[config.mk]
export PLATFORM = sky130hd
export DESIGN_NAME = lrip_ctrl
export DESIGN_NICKNAME = d
export VERILOG_FILES = /design/src/rtl/lrip_pkg.sv /design/src/rtl/lrip_ctrl.sv
export SDC_FILE = /design/constraint.sdc
export NUM_CORES = 1
export LEC_CHECK = 0
export ABC_AREA = 1
export BUFFER_PORTS_ARGS = -buffer_cell sky130_fd_sc_hd__buf_2
export CORE_AREA = 2 2 39 41
export DETAILED_ROUTE_END_ITERATION = 12
export DIE_AREA = 0 0 41 43
export PLACE_DENSITY = 0.54
export SYNTH_ARGS = -nofsm -noshare
export SYNTH_HDL_FRONTEND = slang
export SYNTH_SLANG_ARGS = --single-unit
[constraint.sdc]
create_clock -name clk -period 1.35 [get_ports clk]
set_clock_uncertainty 0.05 [all_clocks]
set_input_delay 0.3375 -clock clk [delete_from_list [all_inputs] [get_ports clk]]
set_output_delay 0.3375 -clock clk [all_outputs]
set_load 0.05 [all_outputs]
[src/rtl/lrip_pkg.sv]
// Shared types and constants for the LRU insertion replacement core.
package lrip_pkg;

  localparam int STAMP_W = 32;
  localparam int SET_W   = 6;
  localparam int WAY_W   = 4;

  localparam logic OP_VICTIM = 1'b0;
  localparam logic OP_UPDATE = 1'b1;

  // Commands from the controller to the datapath.
  typedef struct packed {
    logic clr_en;
    logic load;
    logic hit_wr;
    logic scan;
    logic miss_wr;
    logic emit;
  } lrip_cmd_t;

  // Status from the datapath to the controller.
  typedef struct packed {
    logic clr_last;
    logic in_victim;
    logic set_ok;
    logic way_ok;
    logic in_hit;
    logic item_victim;
    logic scan_last;
    logic out_free;
  } lrip_stat_t;

endpackage

[src/rtl/lrip_ctrl.sv]
// Controller state machine that sequences clearing, scans, writes and results.
module lrip_ctrl
  import lrip_pkg::*;
(
  input  logic       clk,
  input  logic       rst,
  input  logic       in_valid,
  output logic       in_ready,
  input  lrip_stat_t stat,
  output lrip_cmd_t  cmd
);

  typedef enum logic [5:0] {
    S_CLEAR = 6'b000001,
    S_IDLE  = 6'b000010,
    S_SCAN  = 6'b000100,
    S_WRITE = 6'b001000,
    S_EMIT  = 6'b010000,
    S_SPARE = 6'b100000
  } state_t;

  state_t state;
  state_t state_next;
  logic   accept;

  assign in_ready = (state == S_IDLE);
  assign accept   = in_valid && in_ready;

  always_comb begin
    state_next = state;
    cmd        = '0;
    case (state)
      S_CLEAR: begin
        cmd.clr_en = 1'b1;
        if (stat.clr_last) state_next = S_IDLE;
      end
      S_IDLE: begin
        if (accept) begin
          cmd.load = 1'b1;
          if (stat.in_victim) begin
            state_next = stat.set_ok ? S_SCAN : S_EMIT;
          end else if (stat.set_ok && stat.way_ok) begin
            if (stat.in_hit) begin
              cmd.hit_wr = 1'b1;
            end else begin
              state_next = S_SCAN;
            end
          end
        end
      end
      S_SCAN: begin
        cmd.scan = 1'b1;
        if (stat.scan_last) state_next = stat.item_victim ? S_EMIT : S_WRITE;
      end
      S_WRITE: begin
        cmd.miss_wr = 1'b1;
        state_next  = S_IDLE;
      end
      S_EMIT: begin
        if (stat.out_free) begin
          cmd.emit   = 1'b1;
          state_next = S_IDLE;
        end
      end
      default: state_next = S_IDLE;
    endcase
  end

  always_ff @(posedge clk) begin
    if (rst) begin
      state <= S_CLEAR;
    end else begin
      state <= state_next;
    end
  end

endmodule

==> results of run 1 <==
## stage by stage
stage / total power [mW] / util, % / TNS (ns) / area [um2] / worst slack [ns]
after floorplan: 0.369 / - / -0.786 / 485 / -0.277
after global placement: 0.470 / 50.3 / -0.559 / 696 / -0.124
after detailed placement: 0.474 / 50.3 / -0.688 / 696 / -0.146
after CTS: 0.686 / 56.3 / -1.91 / 779 / -0.305
after global routing: 0.761 / 60.3 / -2.49 / 835 / -0.356
final: 0.714 / 60.3 / -1.77 / 835 / -0.289
## critical path, cell delays in order (launching register included)
cell	delay (ns)
dfxtp_4	0.36
nor2_4	0.13
inv_2	0.06
nor4_4	0.26
buf_6	0.19
## power groups by stage
stage / combinational, mW / sequential (mW) / clock (mW)
2_1_floorplan: 0.180 / 0.188 / 0
3_3_place_gp: 0.288 / 0.182 / 0
3_5_place_dp: 0.291 / 0.183 / 0
4_1_cts: 0.322 / 0.181 / 0.183
5_1_grt: 0.381 / 0.185 / 0.194
6_report: 0.354 / 0.182 / 0.178
## Yosys cell counts
master	n
inv_2	4
inv_4	1
inv_1	14
nand4_1	5
nor2_2	3
nand2_1	7
o211ai_1	1
nor4_1	3
nand3_2	1
nand3_4	1
nor2_4	2
nor2_1	12
nand2_4	1
o21ai_0	1
a21oi_1	1
nand3_1	4
dfxtp_1	5
## layout make-up
type                    instances  area [um2]  area share [%]
clock buffers                   4        26.3            3.15
well taps                      16        20.0            2.40
inverters                      19        82.6            9.90
multi-input cells              42         320            38.4
repair buffers                 35         275            33.0
flip-flops and latches          5         110            13.2
## layout by cell type, fill, tap and decap left out
master,instances
clkbuf_4,3
dfxtp_1,1
inv_2,4
a21oi_2,1
clkinvlp_4,1
nand2_1,7
nand3_1,2
buf_2,10
o211ai_1,1
clkbuf_1,1
nand2_4,1
nand3_2,3
nor2_1,9
dfxtp_2,2
nand4_1,5
inv_4,3
nor4_4,3
nor2_4,5
o21ai_0,1
nor2_2,3
buf_8,2
inv_1,11
nand3_4,1
buf_6,6
dfxtp_4,2
buf_4,17
## cell families (layout without fill, tap and decap cells)
| family | after synthesis | after routing |
|---|---|---|
| AOI/OAI and AO/OA | 3 | 3 |
| buffers and inverters | 19 | 58 |
| and+or+nand+nor | 39 | 39 |
| DFF | 5 | 5 |
## what timing repair did
| item | in CTS | in global routing |
|---|---|---|
| pin swaps | 8 | 8 |
| resized for setup | 20 | 7 |
| cloned | 0 | 0 |
| setup buffers | 0 | 5 |
| setup endpoints to repair | 10 | 11 |
## metal layers
metal	track usage, %	vias up
met1	22.4	244
met4	6.00	0
li1	-	287
met2	25.9	10
met5	0	-
met3	4.71	2
## how the worst max path moves through the flow
stage | from | end | cells past startpoint
CTS | state[1] | cmd[0] | 4
detailed placement | state[3] | cmd[3] | 4
finish | state[0] | cmd[0] | 4
global route | state[2] | cmd[3] | 4
global placement | state[2] | cmd[3] | 4
floorplan | state[1] | cmd[3] | 4
==> flow_summary.json, run 1 <==
{
  "largest_register_ffs": 5,
  "antennaDiodeCount": 0,
  "top_layer_used": "met4",
  "finalHoldViolations": 0,
  "drc_errors": 0,
  "dp_hpwl_um": 952,
  "synth_area_leaders": "dfxtp_1 24%, inv_1 13%, nor2_1 11%",
  "wl_met1_um": 526,
  "post-route-period-util_pct": 121,
  "dieWidth_um": 41,
  "worst_pin_slew_ns": 0.224,
  "reg_top3": "state (5)",
  "cts_root_buf": "clkbuf_4",
  "stdcell_count": 121,
  "vias_per_cell": 4.49,
  "cts_tree": "done",
  "sw_frac_of_total_pct": 38.6,
  "finalWeightedCongestion": 0.763,
  "clock_path_buffers": 2,
  "first_global_vias": 547,
  "seqPwrFrac_pct": 25.5,
  "hp-start": "rst",
  "detail-route-antenna-nets": 0,
  "synth_fa_ha_area_share_pct": 0,
  "required_ns": 0.96,
  "synth_mux_area_share_pct": 0,
  "synth_top_family_by_area": "simple AND/OR/NAND/NOR gates",
  "hold_buffers": 0,
  "powerDensity_nw_per_um2": 855,
  "area_growth_pct": 102,
  "hold_path_depth": 2,
  "antenna_found_initial": 0,
  "r2r_start": "state[1]",
  "clock_latency_ns": 0.25,
  "synth-compound-area-share_pct": 4.24,
  "nNetsFinal": 117,
  "synth-xor-area-share_pct": 0,
  "setup_ws_ns": -0.289,
  "final.fill_count": 133,
  "cp.arrival_ns": 1.25,
  "synth-simple-area-share_pct": 53.6,
  "core_um2": 1380,
  "die_area_um2": 1760,
  "htree_levels": 1,
  "initial_core_util_pct": 29.8,
  "netSwitchingPower_mw": 0.276,
  "top_register": "state",
  "r2r-end": "state[2]",
  "path_class": "reg2out",
  "grt_util_all_layers_pct": 17.1,
  "ys_ff_latch": 5,
  "grt_max_degree": 7,
  "fmax_mhz": 610,
  "row_count": 14,
  "hold_slack_ns": 0.213,
  "maxSlewHeadroom_pct": 85.0,
  "setup_viol": 9,
  "setup.worst_path.end_class": "primary output",
  "hp-class": "in2reg",
  "num_vias": 543,
  "maxCapViolCount": 0,
  "yosysWarnings": 0,
  "syn_avg_cell_area_um2": 6.26,
  "crit_fanout": 3,
  "drt_wl_total_mm": 1.28,
  "ir_drop_mv": 0.515,
  "p_leak_nw": 0.435,
  "grt_pass1_wl_mm": 2.08,
  "drt_iter0_drc": 5,
  "cts_buffers": 3,
  "grt-ovfl-total": 0,
  "dp.cells": 113,
  "fin_crit_ns": 1.64,
  "io_buffers": 17,
  "yosys.area.top_type_share_pct": 24.2,
  "combPwrFrac_pct": 49.6,
  "p_clk_share_pct": 24.9,
  "clk_pin_slew_ns": 0.04,
  "maxSlewViolCount": 0,
  "wl_per_cell_um": 10.6,
  "r2r_slack_ns": -0.06,
  "outcome": "complete, but fails checks",
  "hold_path_end": "state[1]",
  "rsz0062_at_grt": "true",
  "io_pins": 18,
  "detailedRoute.firstPassIterationCount": 4,
  "syn-num-nets": 77,
  "synth_area_leader_cell": "dfxtp_1",
  "synth_cells": 66,
  "reg2reg_depth": 11,
  "ys_types": 17,
  "violations": "setup timing",
  "crit_path_start_kind": "register",
  "die_h_um": 43,
  "synth_seq_area_share_pct": 24.2,
  "wl_met2_um": 700,
  "cts.sinks": 5,
  "netlist_area_um2": 413,
  "p_int_mw": 0.438,
  "drive_above_1_share_pct": 63.8,
  "wl_met3_um": 31
}
No activity file was read; power rests on OpenSTA's default activity.
==> inputs of run 2 (changes only) <==
--- a/config.mk
+++ b/config.mk
@@ -5,12 +5,11 @@
 export SDC_FILE = /design/constraint.sdc
 export NUM_CORES = 1
 export LEC_CHECK = 0
-export ABC_AREA = 1
 export BUFFER_PORTS_ARGS = -buffer_cell sky130_fd_sc_hd__buf_2
 export CORE_AREA = 2 2 39 41
 export DETAILED_ROUTE_END_ITERATION = 12
 export DIE_AREA = 0 0 41 43
-export PLACE_DENSITY = 0.54
+export PLACE_DENSITY = 0.48
 export SYNTH_ARGS = -nofsm -noshare
 export SYNTH_HDL_FRONTEND = slang
 export SYNTH_SLANG_ARGS = --single-unit
==> run 2 against run 1 <==
  * The run still ends with setup timing left
  * Non-clock buffer count unchanged
  * Sequential share of layout area increased by 1.0 points
  * Die area did not move
  * Maximum frequency decreased by 14%
  * Final cell count down 20%
  * Clock power is essentially flat
  * Critical endpoint is now cmd[3]
  * First-iteration DRC count decreased by 40%
==> flow_summary.json, run 2 <==
{
  "rsz0062_at_grt": "true",
  "stdcell_count": 97,
  "layout_common_cells": "14 x buf_4, 11 x buf_2, 6 x buf_6",
  "clock_path_buffers": 2,
  "maxCapViolCount": 0,
  "io_pins": 18,
  "synth_ff_type": "dfxtp_1",
  "crit_chain": "or3_4, nor2_4, and2_4, and4_4, buf_8",
  "initial_core_util_pct": 24.4,
  "fin_crit_ns": 1.91,
  "drt_iter0_drc": 3,
  "synth_seq_area_share_pct": 29.6,
  "drive_above_1_share_pct": 66.7,
  "clk_pin_slew_ns": 0.05,
  "hp-start": "stat[2]",
  "detailedRoute.firstPassIterationCount": 2,
  "clock_latency_ns": 0.25,
  "finalWeightedCongestion": 0.768,
  "vias_per_cell": 4.66,
  "syn-num-nets": 53,
  "detail-route-antenna-nets": 0,
  "outcome": "complete, but fails checks",
  "first_global_vias": 406,
  "cts_root_buf": "clkbuf_4",
  "dieWidth_um": 41,
  "core_um2": 1380,
  "path_buf_inv": 1,
  "yosys.area.top_type_share_pct": 29.6,
  "wl_per_cell_um": 11.1,
  "power_mw": 0.611,
  "required_ns": 0.96,
  "synth.most_common_cell": "nor2_1",
  "hold_slack_ns": 0.222,
  "nNetsFinal": 93,
  "max_stage_delay_ns": 0.39,
  "grt-ovfl-total": 0,
  "largest_register_ffs": 5,
  "cts_tree": "done",
  "cts_buffers": 3,
  "yosysWarnings": 0,
  "postLayoutCoreUtil_pct": 52.8,
  "hold_buffers": 0,
  "synth_cells": 42,
  "synth_area_leader_cell": "dfxtp_1",
  "violations": "setup timing",
  "drt_wl_total_mm": 1.07,
  "hp-class": "in2reg",
  "maxSlewHeadroom_pct": 83.5,
  "netlist_area_um2": 338,
  "fmax_mhz": 525,
  "powerDensity_nw_per_um2": 836,
  "r2r_start": "state[4]",
  "synth_area_leaders": "dfxtp_1 30%, nor2_1 6.7%, nand4b_1 5.2%",
  "cp-startpoint": "state[4]",
  "slowest_stage": "or3_4",
  "path_class": "reg2out",
  "cp_top_family": "simple AND/OR/NAND/NOR gates",
  "grt_pass1_wl_mm": 1.65,
  "grt_util_all_layers_pct": 14.4,
  "cp.arrival_ns": 1.52,
  "dp_hpwl_um": 747,
  "crit_path_start_kind": "register",
  "dp.cells": 86,
  "final_common_cell": "buf_4",
  "die_h_um": 43,
  "synthTopCellsByCount": "6 x nor2_1, 5 x dfxtp_1, 3 x inv_1, 3 x nand2_1",
  "setup_viol": 11,
  "ys_ff_latch": 5,
  "row_count": 14,
  "async_flop_share_pct": 0,
  "tns_ns": -3.30,
  "htree_levels": 1,
  "worst_pin_slew_ns": 0.245,
  "crit_fanout": 2,
  "area_growth_pct": 116,
  "synth_edf_count": 0,
  "antennaDiodeCount": 0,
  "die_area_um2": 1760,
  "ys_types": 24,
  "drc_errors": 0,
  "setup_ws_ns": -0.555,
  "finalHoldViolations": 0,
  "io_buffers": 17,
  "setup.worst_path.end_class": "primary output",
  "top_register": "state",
  "r2r_slack_ns": -0.21,
  "antenna_found_initial": 0,
  "p_leak_nw": 0.335,
  "maxSlewViolCount": 0,
  "reg_top3": "state (5)",
  "syn_avg_cell_area_um2": 8.04,
  "grt_max_degree": 6,
  "num_vias": 452,
  "ir_drop_mv": 0.419,
  "cts.sinks": 5,
  "post-route-period-util_pct": 141
}
run 2: area by class of cell:
class / instances / area [um2]
inverter: 3 / 11.3
clock buffer: 4 / 26.3
multi-input combinational: 34 / 282
timing repair buffer: 35 / 288
sequential: 5 / 104
tap: 16 / 20.0
fill: 131 / 653
run 2: power breakdown:
group          total [mW]  switching, mW  leakage, nW  internal [mW]
Sequential          0.165        0.00592       0.0416          0.159
Clock               0.178         0.0656       0.0150          0.112
Combinational       0.268          0.124        0.278          0.144
Total               0.611          0.196        0.335          0.416
run 2: worst reg2reg max path: stages (launching register included):
cell and delay, ns:
dfxtp_2 0.31, or3_4 0.39, buf_4 0.14, buf_6 0.11, nand4b_1 0.22, nand2_2 0.14, o32ai_1 0.08
run 2: path summary, 6_finish.rpt:
kind	depth (start not counted)	end
setup / recovery	5	cmd[3]
hold / removal	2	state[3]
setup reg to reg	6	state[4]
hold reg to reg	4	state[1]
run 2: kinds of logic (layout without fill, tap and decap cells):
| group | after synthesis | in the layout | synth area share [%] |
|---|---|---|---|
| AND/OR/NAND/NOR | 27 | 27 | 52.6 |
| buffers and inverters | 3 | 42 | 3.33 |
| flip-flops | 5 | 5 | 29.6 |
| AO/OA/AOI/OAI | 7 | 7 | 14.4 |
run 2: per-layer routing:
metal  GRT usage, %  share of wire [%]  routed length, um
met2           22.8                 52                558
met4           8.00               0.93                 10
met3           3.14                6.5                 70
met5              0                  0                  0
met1           16.7                 40                433
run 2: repair_timing:
item / in CTS / in global routing
endpoints found under the hold margin: 0 / 0
pin swaps: 7 / 4
resized for setup: 24 / 8
endpoints found under the setup margin: 11 / 11
setup buffers: 4 / 4
run 2: stage by stage:
stage	instance area (um2)	setup WS (ns)
2_1_floorplan	352	-0.691
3_3_place_gp	539	-0.369
3_5_place_dp	539	-0.386
4_1_cts	679	-0.553
5_1_grt	731	-0.615
6_report	731	-0.555
